**config.mk**
```make
export PLATFORM = sky130hd
export DESIGN_NAME = wchm_ctrl
export DESIGN_NICKNAME = d
export VERILOG_FILES = /design/src/hw/rtl/wchm_pkg.sv /design/src/hw/rtl/wchm_ctrl.sv
export VERILOG_INCLUDE_DIRS = /design/src /design/src/hw/rtl
export SDC_FILE = /design/constraint.sdc
export NUM_CORES = 1
export LEC_CHECK = 0
export ABC_CLOCK_PERIOD_IN_PS = 1200
export BUFFER_PORTS_ARGS = -buffer_cell sky130_fd_sc_hd__buf_2
export CELL_PAD_IN_SITES_DETAIL_PLACEMENT = 1
export CELL_PAD_IN_SITES_GLOBAL_PLACEMENT = 2
export CORE_AREA = 2 2 39 41
export DETAILED_ROUTE_END_ITERATION = 8
export DIE_AREA = 0 0 41 43
export HOLD_SLACK_MARGIN = 0.05
export PLACE_DENSITY_LB_ADDON = 0.25
export SYNTH_ARGS = -nofsm -noshare
export SYNTH_HDL_FRONTEND = slang
export SYNTH_SLANG_ARGS = --single-unit
```
**constraint.sdc**
```tcl
create_clock -name clk -period 1.2 [get_ports clk]
set_input_delay 0.24 -clock clk [delete_from_list [all_inputs] [get_ports clk]]
set_output_delay 0.24 -clock clk [all_outputs]
set_load 0.02 [all_outputs]
```
**src/hw/rtl/windowed_claim_hit_matcher_top_defines.svh**
```systemverilog
// Assertion macros shared by the matcher RTL.
// Depends on nothing; included by the controller and datapath files.
`ifndef WINDOWED_CLAIM_HIT_MATCHER_TOP_DEFINES_SVH
`define WINDOWED_CLAIM_HIT_MATCHER_TOP_DEFINES_SVH

// Same-cycle implication, disabled while reset is asserted
`define WCHM_ASSERT_NOW(label, clk, rst_n, ante, cons, msg) \
	label: assert property (@(posedge clk) disable iff (!rst_n) (ante) |-> (cons)) \
		else $error(msg);

// Next-cycle implication, disabled while reset is asserted
`define WCHM_ASSERT_NEXT(label, clk, rst_n, ante, cons, msg) \
	label: assert property (@(posedge clk) disable iff (!rst_n) (ante) |=> (cons)) \
		else $error(msg);

`endif

```
**src/hw/rtl/wchm_pkg.sv**
```systemverilog
// Shared types, codes and sizes of the windowed claim/hit matcher.
// No dependencies; imported by the controller, datapath and top level.
package wchm_pkg;

	localparam int unsigned CLAIM_DEPTH = 128;
	localparam int unsigned HIT_DEPTH   = 64;
	localparam int unsigned CLAIM_AW    = $clog2(CLAIM_DEPTH);
	localparam int unsigned HIT_AW      = $clog2(HIT_DEPTH);
	localparam int unsigned SCAN_W      = (CLAIM_AW > HIT_AW) ? CLAIM_AW : HIT_AW;

	localparam int unsigned PID_W  = 22;
	localparam int unsigned OP_W   = 32;
	localparam int unsigned PATH_W = 64;
	localparam int unsigned TS_W   = 32;
	localparam int unsigned WIN_W  = 8;
	localparam int unsigned KIND_W = 2;
	localparam int unsigned OUTC_W = 3;

	localparam int unsigned CFG_IDX_W = 4;

	localparam logic [WIN_W-1:0] CLAIM_WIN_RESET = WIN_W'(5);
	localparam logic [WIN_W-1:0] DEDUP_WIN_RESET = WIN_W'(15);

	// One ring entry; bit order matches the input transaction layout
	typedef struct packed {
		logic [TS_W-1:0]   stamp;
		logic [PATH_W-1:0] path;
		logic [OP_W-1:0]   op;
		logic [PID_W-1:0]  pid;
	} entry_t;

	localparam int unsigned ENTRY_W    = $bits(entry_t);
	localparam int unsigned IN_DATA_W  = ((ENTRY_W + 7) / 8) * 8;
	localparam int unsigned OUT_DATA_W = 8;

	typedef enum logic [KIND_W-1:0] {
		KIND_CLAIM     = 2'd0,
		KIND_OBSERVE   = 2'd1,
		KIND_CLEAR     = 2'd2,
		KIND_CLEAR_ALT = 2'd3
	} kind_t;

	typedef enum logic [OUTC_W-1:0] {
		OUT_CLAIM_STORED = 3'd0,
		OUT_EMPTY_PATH   = 3'd1,
		OUT_CLAIMED      = 3'd2,
		OUT_DUPLICATE    = 3'd3,
		OUT_NEW_HIT      = 3'd4,
		OUT_CLEARED      = 3'd5
	} outcome_t;

	typedef enum logic [CFG_IDX_W-1:0] {
		CFG_CLAIM_WIN = 4'd0,
		CFG_DEDUP_WIN = 4'd1
	} cfg_reg_t;

	typedef enum logic [2:0] {
		ST_IDLE,
		ST_CSCAN,
		ST_HSCAN,
		ST_DRAIN,
		ST_FINISH
	} state_t;

	// Controller to datapath
	typedef struct packed {
		logic accept;
		logic scan_claim;
		logic scan_hit;
		logic idx_clr;
		logic finish;
	} dp_cmd_t;

	// Datapath to controller
	typedef struct packed {
		logic needs_scan;
		logic last_claim;
		logic last_hit;
		logic out_free;
	} dp_sts_t;

endpackage

```
**src/hw/rtl/wchm_ctrl.sv**
```systemverilog
// Sequencer of the matcher: accept, claim scan, hit scan, drain, finish.
// Depends on wchm_pkg and the assertion macro header.
`include "windowed_claim_hit_matcher_top_defines.svh"

module wchm_ctrl (
	input  logic              clk,
	input  logic              arst_n,
	input  logic              s_valid,
	output logic              s_ready,
	input  wchm_pkg::dp_sts_t sts,
	output wchm_pkg::dp_cmd_t cmd
);
	import wchm_pkg::*;

	state_t state_q, state_d;

	// State register
	always_ff @(posedge clk or negedge arst_n) begin
		if (!arst_n) begin
			state_q <= ST_IDLE;
		end else begin
			state_q <= state_d;
		end
	end

	// Next state and datapath commands
	always_comb begin
		state_d = state_q;
		cmd     = '0;
		s_ready = 1'b0;
		unique case (state_q)
			ST_IDLE: begin
				s_ready = 1'b1;
				if (s_valid) begin
					cmd.accept = 1'b1;
					state_d    = sts.needs_scan ? ST_CSCAN : ST_FINISH;
				end
			end
			ST_CSCAN: begin
				cmd.scan_claim = 1'b1;
				if (sts.last_claim) begin
					cmd.idx_clr = 1'b1;
					state_d     = ST_HSCAN;
				end
			end
			ST_HSCAN: begin
				cmd.scan_hit = 1'b1;
				if (sts.last_hit) begin
					state_d = ST_DRAIN;
				end
			end
			// last hit entry is compared here
			ST_DRAIN: begin
				state_d = ST_FINISH;
			end
			ST_FINISH: begin
				if (sts.out_free) begin
					cmd.finish = 1'b1;
					state_d    = ST_IDLE;
				end
			end
			default: begin
				state_d = ST_IDLE;
			end
		endcase
	end

	`WCHM_ASSERT_NEXT(a_claim_scan_ends, clk, arst_n, (state_q == ST_CSCAN) && sts.last_claim, state_q == ST_HSCAN, "claim scan did not hand over to hit scan")
	`WCHM_ASSERT_NEXT(a_finish_to_idle, clk, arst_n, cmd.finish, (state_q == ST_IDLE) && !cmd.scan_claim, "finish did not return to idle")

endmodule

```
==> key figures, run 1 <==
Drt
  • Max layer used: met3
  • Detail Route Antenna Nets: 0
  • Metal2 WL: 332 um
  • Length of routed wiring on met1: roughly 260 um
  • Number of DRC markers in iteration 0: 0
  • Post-DR vias/cell: about 4.1
  • WL final: roughly 620 um
  • Post-route DRC: 0
  • Drt first pass iters: 1
  • DR WL met3: ~32 um
  • Via count: 253
  • Avg WL per Cell: 10.23 um

Global routing
  • Initial antenna violation count: 0
  • GRT Residual Overflow: 0
  • Vias in the first global route: 274
  • Tot GR Track Use: 0.1048
  • Largest net degree at the start of global routing: 8
  • Global-route wire length before repair: around 1200 um

CTS
  • Number of CTS-inserted buffers: 3
  • Clk_lat worst skew: 0.23 ns
  • Root Driver: clkbuf_4
  • CTS clock-pin slew for the worst setup and hold paths: 0.04 ns
  • Clock sinks: 3
  • Clock buffer depth: 2
  • Number of H-tree levels: 1
  • CTS tree: built

Synthesis
  • Yosys top cell area share: 0.3352
  • Sequential-to-total area share from yosys stat: 0.3352
  • Synth area leaders: dfrtp_1 34%, buf_6 10%, nor4b_2 6.7%
  • Synthesis-stage register bit count: 3
  • Synth cell count leaders: 3 x dfrtp_1, 3 x nand2_1, 3 x nor2_1, 2 x a21oi_1, 2 x buf_6
  • Mapped Cells: 26
  • Mean Syn Cell Area: 8.614 sq um
  • Yosys top cell by area: dfrtp_1
  • Top FF cell, synth: dfrtp_1
  • Post-synth ARST share: 1.000
  • Ys Warns: 0
  • Mapped Area: 224.0 sq um
  • Synthesized Nets: 33
  • EDFF count, synth: 0
  • Yosys cell types: 18

Placed design
  • Post-detail-place hpwl: 457.4 um
  • Dpl cell area: 306.5 sq um
  • # port buffers: 12
  • Routability cong.: 0.7146

Finish
  • Post-route cell area: 399.1 sq um
  • Top Registers: state_q (3)
  • Nets: 53
  • Fin util: 0.2884
  • Top reg by flops: state_q
  • Area added between synthesis and finish: 78.21%
  • Area of the multi-input gates: roughly 150 sq um
  • N_diodes: 0
  • Fill cells: 171
  • Layout cell share with drive strength beyond 1: 0.6222
  • Register Area: 78.83 sq um
  • Largest register FFs: 3

Timing
  • Final setup violation count: 7
  • Worst slew pin tran: 0.2050 ns
  • Final Hold Viols: 0
  • Highest clock rate: just over 0.7 GHz
  • Slew HR: 0.8633
  • RSZ-0062 raised after global routing: true
  • Final Skew: approximately 0.0012 ns
  • Final period utilization: 1.147
  • Worst Slack Setup Final: -0.1759 ns
  • Fin crit period: 1.376 ns
  • Fin. max-slew vios: 0

Min path
  • Hold WC Path Type: in -> reg

Critical path
  • Critical Path End Type: output pin
  • Crit path capture: cmd[4]
  • Critical Path RT: 0.96 ns
  • Kind of critical path: reg -> out
  • Crit path launch: state_q[2]
  • R2R Setup Slk: -0.01 ns
  • Worst r2r dst: state_q[0]
  • Critical Path AT: roughly 1.1 ns
  • Worst setup SP type: flip-flop
  • Crit-path cells: nor3_4, and2_4, buf_6
  • FF-to-FF Start: state_q[0]
  • Worst-path fanout max: 5
  • CP max-delay cell: dfrtp_2
  • Slowest stage delay, CP: 0.44 ns
  • FF-to-FF path depth: 5

Floorplanning
  • Core box area: 1384 sq um
  • Ports: 13
  • Die Y-Extent: 43 um
  • Area of the die: 1763 sq um
  • # rows: 14
  • Starting Density: 0.1618
  • DIE WIDTH: 41 um

Status
  • Status: finished, violations left
  • Failing checks: setup timing

Power
  • Ratio of total power to cell area: 2580 nW/um^2
  • Leakage: 0.1920 nW
  • Total Power: 0.001030 W
  • Worst IR Drop VDD: ~0.6 mV

Flow run
  • Max-Cap Viols: 0
## worst min path at each step
stage / start / cells past startpoint / to
after floorplan: arst_n / 0 / state_q[0]
after global placement: arst_n / 1 / state_q[1]
after detailed placement: arst_n / 1 / state_q[1]
after CTS: sts[0] / 2 / state_q[2]
after global routing: sts[0] / 2 / state_q[2]
final: sts[0] / 2 / state_q[2]
## metrics by stage
stage	hold WS (ns)	setup TNS, ns	setup slack, ns	cells
CTS	0.2040	-0.9588	-0.2005	61
global route	0.2129	-1.418	-0.2342	61
detailed placement	0.03632	0	0.01241	54
finish	0.2127	-0.8723	-0.1759	61
global placement	0.03651	0	0.01369	54
floorplan	-0.05559	-0.2173	-0.08489	26
## per-layer routing
metal,global-route usage,up-vias
li1,-,129
met1,0.1238,118
met2,0.1406,6
met3,0.04712,0
met4,0.08000,0
met5,0,-
## kinds of logic after synthesis
| family | after synthesis | share of synthesized area |
|---|---|---|
| AND/OR/NAND/NOR | 14 | 0.3911 |
| AO/OA/AOI/OAI | 6 | 0.1508 |
| buffers and inverters | 3 | 0.1229 |
| flip-flops | 3 | 0.3352 |
## power by group
part	leakage, nW	internal (W)	switching, W	total (W)
Combinational	0.142	0.000337	0.000274	0.000611
Sequential	0.0347	0.000148	0.0000935	0.000242
Clock	0.0150	0.000125	0.0000522	0.000177
## critical path, delay by kind of cell, from the launching register on
family | cells | cell delay [ns]
buffers and inverters | 1 | 0.10
AND/OR/NAND/NOR | 2 | 0.36
flip-flops | 1 | 0.44
## cell usage in the layout (no fill, tap or decap), types with 2 or more instances in the layout
cell type  count
a21oi_1        2
nor2_1         2
nand2_1        3
buf_6          2
dfrtp_2        3
buf_2          8
clkbuf_4       3
buf_4          7
## final cells by class
class | instances | area share
sequential | 3 | 0.1975
multi-input combinational | 20 | 0.3730
timing repair buffer | 18 | 0.3135
tap | 16 | 0.05016
clock buffer | 4 | 0.06583
## repair_timing
action                     CTS  global route
hold buffers                 1             0
setup endpoints to repair    6             8
resized for setup            8             5
hold endpoints to repair     3             0
pin swaps                    2             1
buffers inserted             2             0
Power figures use the tool's default switching activity.
==> run 2, diff against run 1 <==
--- a/config.mk
+++ b/config.mk
@@ -6,13 +6,14 @@
 export SDC_FILE = /design/constraint.sdc
 export NUM_CORES = 1
 export LEC_CHECK = 0
+export ABC_AREA = 1
 export ABC_CLOCK_PERIOD_IN_PS = 1200
 export BUFFER_PORTS_ARGS = -buffer_cell sky130_fd_sc_hd__buf_2
 export CELL_PAD_IN_SITES_DETAIL_PLACEMENT = 1
 export CELL_PAD_IN_SITES_GLOBAL_PLACEMENT = 2
-export CORE_AREA = 2 2 39 41
+export CORE_MARGIN = 2
+export CORE_UTILIZATION = 18
 export DETAILED_ROUTE_END_ITERATION = 8
-export DIE_AREA = 0 0 41 43
 export HOLD_SLACK_MARGIN = 0.05
 export PLACE_DENSITY_LB_ADDON = 0.25
 export SYNTH_ARGS = -nofsm -noshare
==> key figures, run 2 <==
Status
  • Status: finished, violations left
  • Failing checks: setup timing

Critical path
  • Worst r2r dst: state_q[2]
  • Worst setup SP type: flip-flop
  • Critical Path RT: 0.96 ns (about the same)
  • Worst-path fanout max: 5 (unchanged)
  • Critical Path AT: 1.18 ns (+0.04 ns)
  • Crit-path cells: inv_2, nor2_4, nand2_2, nor2_2, buf_6
  • R2R Setup Slk: 0.02 ns (+0.03 ns)
  • Kind of critical path: reg -> out
  • Critical Path End Type: output pin
  • CP max-delay cell: dfrtp_2
  • Crit path launch: state_q[0]
  • FF-to-FF path depth: 8 (+3)
  • FF-to-FF Start: state_q[0]
  • Slowest stage delay, CP: 0.46 ns (+0.02 ns)

Drt
  • Detail Route Antenna Nets: 0 (unchanged)
  • Number of DRC markers in iteration 0: 3 (+3)
  • Avg WL per Cell: 10.53 um (+3.0%)
  • Drt first pass iters: 4 (+3)
  • Post-DR vias/cell: 4.367 (+5.3%)
  • Via count: 345 (+36%)
  • Post-route DRC: 0 (unchanged)
  • WL final: 832 um (+33%)

Finish
  • Leading cell types in the layout, fill and taps excluded: 8 x nand2_1, 7 x buf_4, 6 x nand2_2, 6 x buf_2, 6 x buf_6
  • Area added between synthesis and finish: 117.0%
  • Most common cell after layout, fill and taps aside: nand2_1
  • Fill cells: 163 (-4.7%)
  • Largest register FFs: 3 (unchanged)
  • Top Registers: state_q (3)
  • N_diodes: 0 (unchanged)
  • Layout cell share with drive strength beyond 1: 0.7031 (+0.08090)
  • Nets: 72 (+36%)
  • Top reg by flops: state_q

Min path
  • Hold path endpoint: state_q[0]
  • Hold WC Path Type: in -> reg
  • Worst hold path startpoint: sts[3]
  • Hold path cells: 5 (+3)

Timing
  • Highest clock rate: 0.7040 GHz (-3.1%)
  • Fin. max-slew vios: 0 (unchanged)
  • Fin crit period: 1.420 ns (+0.04443 ns)
  • Slew HR: 0.8642 (+0.0008700)
  • Worst slew pin tran: 0.2037 ns (-0.001306 ns)
  • Final Hold Viols: 0 (unchanged)
  • Final Skew: 0.003256 ns (+0.002035 ns)
  • Final period utilization: 1.184 (+0.03703)
  • Final setup violation count: 6 (-1)
  • Worst hold slack: 0.3088 ns (+0.09604 ns)
  • Worst Slack Setup Final: -0.2204 ns (-0.04443 ns)
  • RSZ-0062 raised after global routing: true

Placed design
  • Post-detail-place hpwl: 537.5 um (+18%)
  • # port buffers: 12 (unchanged)
  • DP Worst Slack: -0.02537 ns (-0.03778 ns)
  • Routability cong.: 0.6829 (-4.4%)

Synthesis
  • Synth area leaders: dfrtp_1 31%, nand2_1 22%, inv_1 11%
  • Top FF cell, synth: dfrtp_1
  • EDFF count, synth: 0 (unchanged)
  • Mean Syn Cell Area: 6.068 sq um (-30%)
  • Post-synth ARST share: 1.000 (unchanged)
  • Xor/xnor share of the synthesized area: 0 (unchanged)
  • Yosys top cell by area: dfrtp_1
  • Synth cell count leaders: 14 x nand2_1, 7 x inv_1, 5 x nand3_1, 4 x nor2_1, 3 x dfrtp_1
  • Mapped Area: 242.7 sq um (+8.4%)
  • Most common cell in the netlist: nand2_1
  • Yosys cell types: 10 (-8)
  • Synthesized Nets: 47 (+42%)
  • Largest family of logic cells by synthesized area: simple AND/OR/NAND/NOR gates
  • Mapped Cells: 40 (+54%)
  • Ys Warns: 0 (unchanged)
  • Sequential-to-total area share from yosys stat: 0.3093 (-0.02592)
  • Post-synthesis compound-gate area fraction: 0.02062 (-0.1302)
  • Adder-Cell Fraction of Synth Area: 0 (unchanged)
  • Post-Synth Simple-Gate Area: 0.4588 (+0.06770)
  • Synthesis-stage register bit count: 3 (unchanged)
  • Multiplexer area fraction after synthesis: 0 (unchanged)
  • Yosys top cell area share: 0.3093 (-0.02592)

Global routing
  • Initial antenna violation count: 0 (unchanged)
  • Vias in the first global route: 339 (+24%)
  • Largest net degree at the start of global routing: 9 (+1)
  • GRT Residual Overflow: 0 (unchanged)
  • Global-route wire length before repair: 1221 um (+3.6%)
  • Tot GR Track Use: 0.1222 (+0.01733)

Floorplanning
  • DIE WIDTH: 40.72 um (-0.68%)
  • Ports: 13 (unchanged)
  • Area of the die: 1658 sq um (-5.9%)
  • # rows: 13 (-1)
  • Starting Density: 0.1889 (+0.02706)
  • Die Y-Extent: 40.72 um (-5.3%)
  • Core box area: 1285 sq um (-7.1%)

CTS
  • CTS tree: built
  • Number of H-tree levels: 1 (unchanged)
  • Clock buffer depth: 2 (unchanged)
  • Clk_lat worst skew: 0.24 ns (about the same)
  • Root Driver: clkbuf_4
  • Clock sinks: 3 (unchanged)
  • Number of CTS-inserted buffers: 3 (unchanged)
  • CTS clock-pin slew for the worst setup and hold paths: 0.04 ns (about the same)

Flow run
  • Max-Cap Viols: 0 (unchanged)

Power
  • Ratio of total power to cell area: 2528 nW/um^2 (-2.0%)
  • Worst IR Drop VDD: 1.104 mV (+79%)
  • Leakage: 0.2840 nW (+48%)
[run 2: changes by cell type after synthesis, sizes merged, moves of 2 or more]
cell / delta
inv: +9
nand2: +11
nor2: +3
buf: -3
nor3: -2
a21oi: -2
nand3: +5
[run 2: worst max path at each step]
| stage | slack (ns) | endpoint |
|---|---|---|
| final | -0.22 | cmd[1] |
| after detailed placement | -0.03 | cmd[1] |
| after CTS | -0.19 | cmd[4] |
| after global routing | -0.28 | cmd[1] |
| after global placement | 0.008 | cmd[1] |
| after floorplan | -0.0004 | cmd[1] |
[run 2: cell families (layout without fill, tap and decap cells)]
group           after synthesis  after routing
buf+inv                      10             34
flops                         3              3
simple gates                 26             26
compound gates                1              1
[run 2: cell type report]
cell class,instances,area [sq um],share of cell area
inverter,10,45.04,0.08551
multi-input combinational,27,198.9,0.3777
clock buffer,4,26.28,0.04988
tap,15,18.77,0.03563
sequential,3,77.57,0.1473
timing repair buffer,20,160.2,0.3040
[run 2: critical path: cells and delay by family (launching register included)]
family,cells,cell delay [ns]
flip-flops,1,0.46
buffers and inverters,2,0.19
AND/OR/NAND/NOR,3,0.28
[run 2: what timing repair did]
item                       4_1_cts  5_1_grt
setup buffers                    3        2
gates cloned                     0        0
hold endpoints to repair         3        0
pin swaps                        3        8
setup endpoints to repair        6        9
gates resized for setup         12       23
hold buffers                     1        0
[run 2: stage by stage]
| stage | power (W) | std cells | area, sq um | util | TNS (ns) |
|---|---|---|---|---|---|
| after floorplan | 0.0005965 | 40 | 257.7 | - | -0.0004352 |
| after CTS | 0.001097 | 78 | 434.2 | 0.3379 | -0.9904 |
| after global routing | 0.001433 | 79 | 526.8 | 0.4099 | -1.500 |
| after global placement | 0.0008011 | 70 | 359.1 | 0.2795 | 0 |
| after detailed placement | 0.0008033 | 70 | 359.1 | 0.2795 | -0.02537 |
| final | 0.001332 | 79 | 526.8 | 0.4099 | -1.092 |
[run 2: power by group]
| part | internal, W | switching (W) |
|---|---|---|
| combinational | 0.000428 | 0.000468 |
| clock | 0.000125 | 0.0000651 |
| sequential | 0.000147 | 0.0000989 |
[run 2: routing by layer]
| metal | routed length, um | GRT usage | share of wire | vias to the layer above |
|---|---|---|---|---|
| li1 | - | - | - | 168 |
| met2 | 456 | 0.2143 | 0.55 | 15 |
| met3 | 56 | 0.01630 | 0.067 | 3 |
| met5 | 0 | 0 | 0 | - |
| met4 | 23 | 0.1500 | 0.028 | 0 |
| met1 | 295 | 0.1086 | 0.35 | 159 |
==> run 3, diff against run 2 <==
--- a/config.mk
+++ b/config.mk
@@ -19,3 +19,4 @@
 export SYNTH_ARGS = -nofsm -noshare
 export SYNTH_HDL_FRONTEND = slang
 export SYNTH_SLANG_ARGS = --single-unit
+export TNS_END_PERCENT = 5
==> key figures, run 3 (synthesized netlist as in run 2, its figures left out) <==
Critical path
  • Critical Path End Type: output pin
  • Crit path launch: state_q[1]
  • Kind of critical path: reg -> out
  • Worst-path fanout max: 5 (unchanged)
  • R2R Setup Slk: -0.03 ns (-0.05 ns)
  • Crit-path cells: nor4_4, buf_4
  • CP max-delay cell: dfrtp_2
  • Critical Path AT: 1.15 ns (-0.03 ns)
  • Worst setup SP type: flip-flop
  • FF-to-FF path depth: 8 (unchanged)
  • Crit path capture: cmd[0]
  • Critical Path RT: 0.96 ns (about the same)
  • Crit path depth: 2 (-3)
  • Buffer and inverter count on the worst path: 1 (-1)
  • Slowest stage delay, CP: 0.47 ns (about the same)
  • Worst r2r dst: state_q[2]
  • Crit path max-delay family: flip-flops
  • FF-to-FF Start: state_q[1]

Global routing
  • GRT Residual Overflow: 0 (unchanged)
  • Vias in the first global route: 318 (-6.2%)
  • Largest net degree at the start of global routing: 9 (unchanged)
  • Initial antenna violation count: 0 (unchanged)
  • Tot GR Track Use: 0.1154 (-0.006787)
  • Global-route wire length before repair: 1145 um (-6.2%)

Timing
  • Final Skew: 0.004279 ns (+0.001023 ns)
  • Fin. max-slew vios: 0 (unchanged)
  • Slew HR: 0.8551 (-0.009098)
  • Final period utilization: 1.162 (-0.02150)
  • Final Hold Viols: 0 (unchanged)
  • RSZ-0062 raised after global routing: true
  • Worst Slack Setup Final: -0.1946 ns (+0.02579 ns)
  • Highest clock rate: 0.7171 GHz (+1.8%)
  • Final setup violation count: 9 (+3)
  • Fin crit period: 1.395 ns (-0.02579 ns)
  • Worst slew pin tran: 0.2173 ns (+0.01365 ns)

Floorplanning
  • Area of the die: 1658 sq um (unchanged)
  • Ports: 13 (unchanged)
  • Die Y-Extent: 40.72 um (unchanged)
  • Starting Density: 0.1889 (unchanged)
  • # rows: 13 (unchanged)
  • Core box area: 1285 sq um (unchanged)
  • DIE WIDTH: 40.72 um (unchanged)

Finish
  • Nets: 71 (-1.4%)
  • Area of the multi-input gates: 161.4 sq um (-19%)
  • Top reg by flops: state_q
  • Leading cell types in the layout, fill and taps excluded: 12 x nand2_1, 10 x buf_4, 6 x inv_1, 6 x buf_2
  • Register Area: 77.57 sq um (unchanged)
  • Fin util: 0.3632 (-0.04674)
  • Layout cell share with drive strength beyond 1: 0.5873 (-0.1158)
  • N_diodes: 0 (unchanged)
  • Largest register FFs: 3 (unchanged)
  • Top Registers: state_q (3)
  • Most common cell after layout, fill and taps aside: nand2_1
  • Area added between synthesis and finish: 92.27%
  • Post-route cell area: 466.7 sq um (-11%)
  • Fill cells: 169 (+3.7%)

Placed design
  • Dpl cell area: 359.1 sq um (unchanged)
  • Post-detail-place hpwl: 537.5 um (unchanged)
  • # port buffers: 12 (unchanged)
  • Routability cong.: 0.6829 (unchanged)

Drt
  • WL final: 767 um (-7.8%)
  • Number of DRC markers in iteration 0: 2 (-1)
  • Post-DR vias/cell: 4.128 (-5.5%)
  • Avg WL per Cell: 9.833 um (-6.6%)
  • Drt first pass iters: 2 (-2)
  • Post-route DRC: 0 (unchanged)
  • Detail Route Antenna Nets: 0 (unchanged)
  • Via count: 322 (-6.7%)

CTS
  • Clock sinks: 3 (unchanged)
  • Number of CTS-inserted buffers: 3 (unchanged)
  • CTS clock-pin slew for the worst setup and hold paths: 0.04 ns (about the same)
  • CTS tree: built
  • Root Driver: clkbuf_4
  • Clk_lat worst skew: 0.24 ns (about the same)
  • Clock buffer depth: 2 (unchanged)
  • Number of H-tree levels: 1 (unchanged)

Power
  • Ratio of total power to cell area: 2559 nW/um^2 (+1.2%)
  • Flop pwr share: 0.196 (+0.012)
  • Switching Share: 0.4675 (-0.006966)
  • Clock network power share: 0.159 (+0.016)
  • Psw: 0.0005582 W (-12%)
  • Leakage: 0.2720 nW (-4.2%)
  • Worst IR Drop VDD: 1.017 mV (-7.8%)
  • Logic gate share of total power: 0.645 (-0.027)
  • Cell internal pwr: 0.0006360 W (-9.1%)

Status
  • Failing checks: setup timing
  • Status: finished, violations left

Min path
  • Hold WC Path Type: in -> reg

Flow run
  • Max-Cap Viols: 0 (unchanged)
## run 3: cell count changes in the layout (fill, tap and decap cells not counted), sizes merged
cell  change
buf       -1
## run 3: power by group through the flow
stage               combinational (W)  clock [W]  sequential [W]
global placement             0.000601          0        0.000200
global route                 0.000845   0.000208        0.000244
CTS                          0.000639   0.000192        0.000225
finish                       0.000770   0.000189        0.000235
detailed placement           0.000601          0        0.000202
floorplan                    0.000405          0        0.000191
## run 3: worst min-delay path by stage
| stage | from | end | cells after the start |
|---|---|---|---|
| after detailed placement | arst_n | state_q[2] | 1 |
| after global routing | sts[1] | state_q[1] | 4 |
| after global placement | arst_n | state_q[1] | 1 |
| final | sts[1] | state_q[1] | 4 |
| after CTS | sts[1] | state_q[1] | 4 |
| after floorplan | arst_n | state_q[0] | 0 |
## run 3: routing by layer
layer	vias up	wire [um]	global-route usage
met4	0	0	0.1500
met5	-	0	0
li1	164	-	-
met1	148	292	0.1053
met3	0	35	0.01630
met2	10	439	0.1944
## run 3: final cells by class
type | instances | area share
tap | 15 | 0.04021
timing repair buffer | 19 | 0.2949
multi-input combinational | 27 | 0.3458
clock buffer | 4 | 0.05630
inverter | 10 | 0.09651
sequential | 3 | 0.1662
## run 3: tightest hold or removal path, cell delays in order
cell,delay (ns)
buf_2,0.07
inv_1,0.03
nand3_1,0.09
nand2_1,0.07
## run 3: repair_timing
action	in CTS	in global routing
endpoints found under the hold margin	3	0
hold buffers	1	0
pin swaps	3	2
gates resized for setup	11	10
endpoints found under the setup margin	6	9
setup buffers	1	2
## run 3: through the flow
| step | hold WS (ns) | power, W | setup TNS, ns | setup WS [ns] | std cells |
|---|---|---|---|---|---|
| after floorplan | -0.05559 | 0.0005965 | -0.0004352 | -0.0004352 | 40 |
| after global placement | 0.03636 | 0.0008011 | 0 | 0.008425 | 70 |
| after detailed placement | 0.03627 | 0.0008033 | -0.02537 | -0.02537 | 70 |
| after CTS | 0.2976 | 0.001056 | -1.094 | -0.2062 | 76 |
| after global routing | 0.3115 | 0.001297 | -1.666 | -0.2529 | 78 |
| final | 0.2978 | 0.001194 | -1.095 | -0.1946 | 78 |
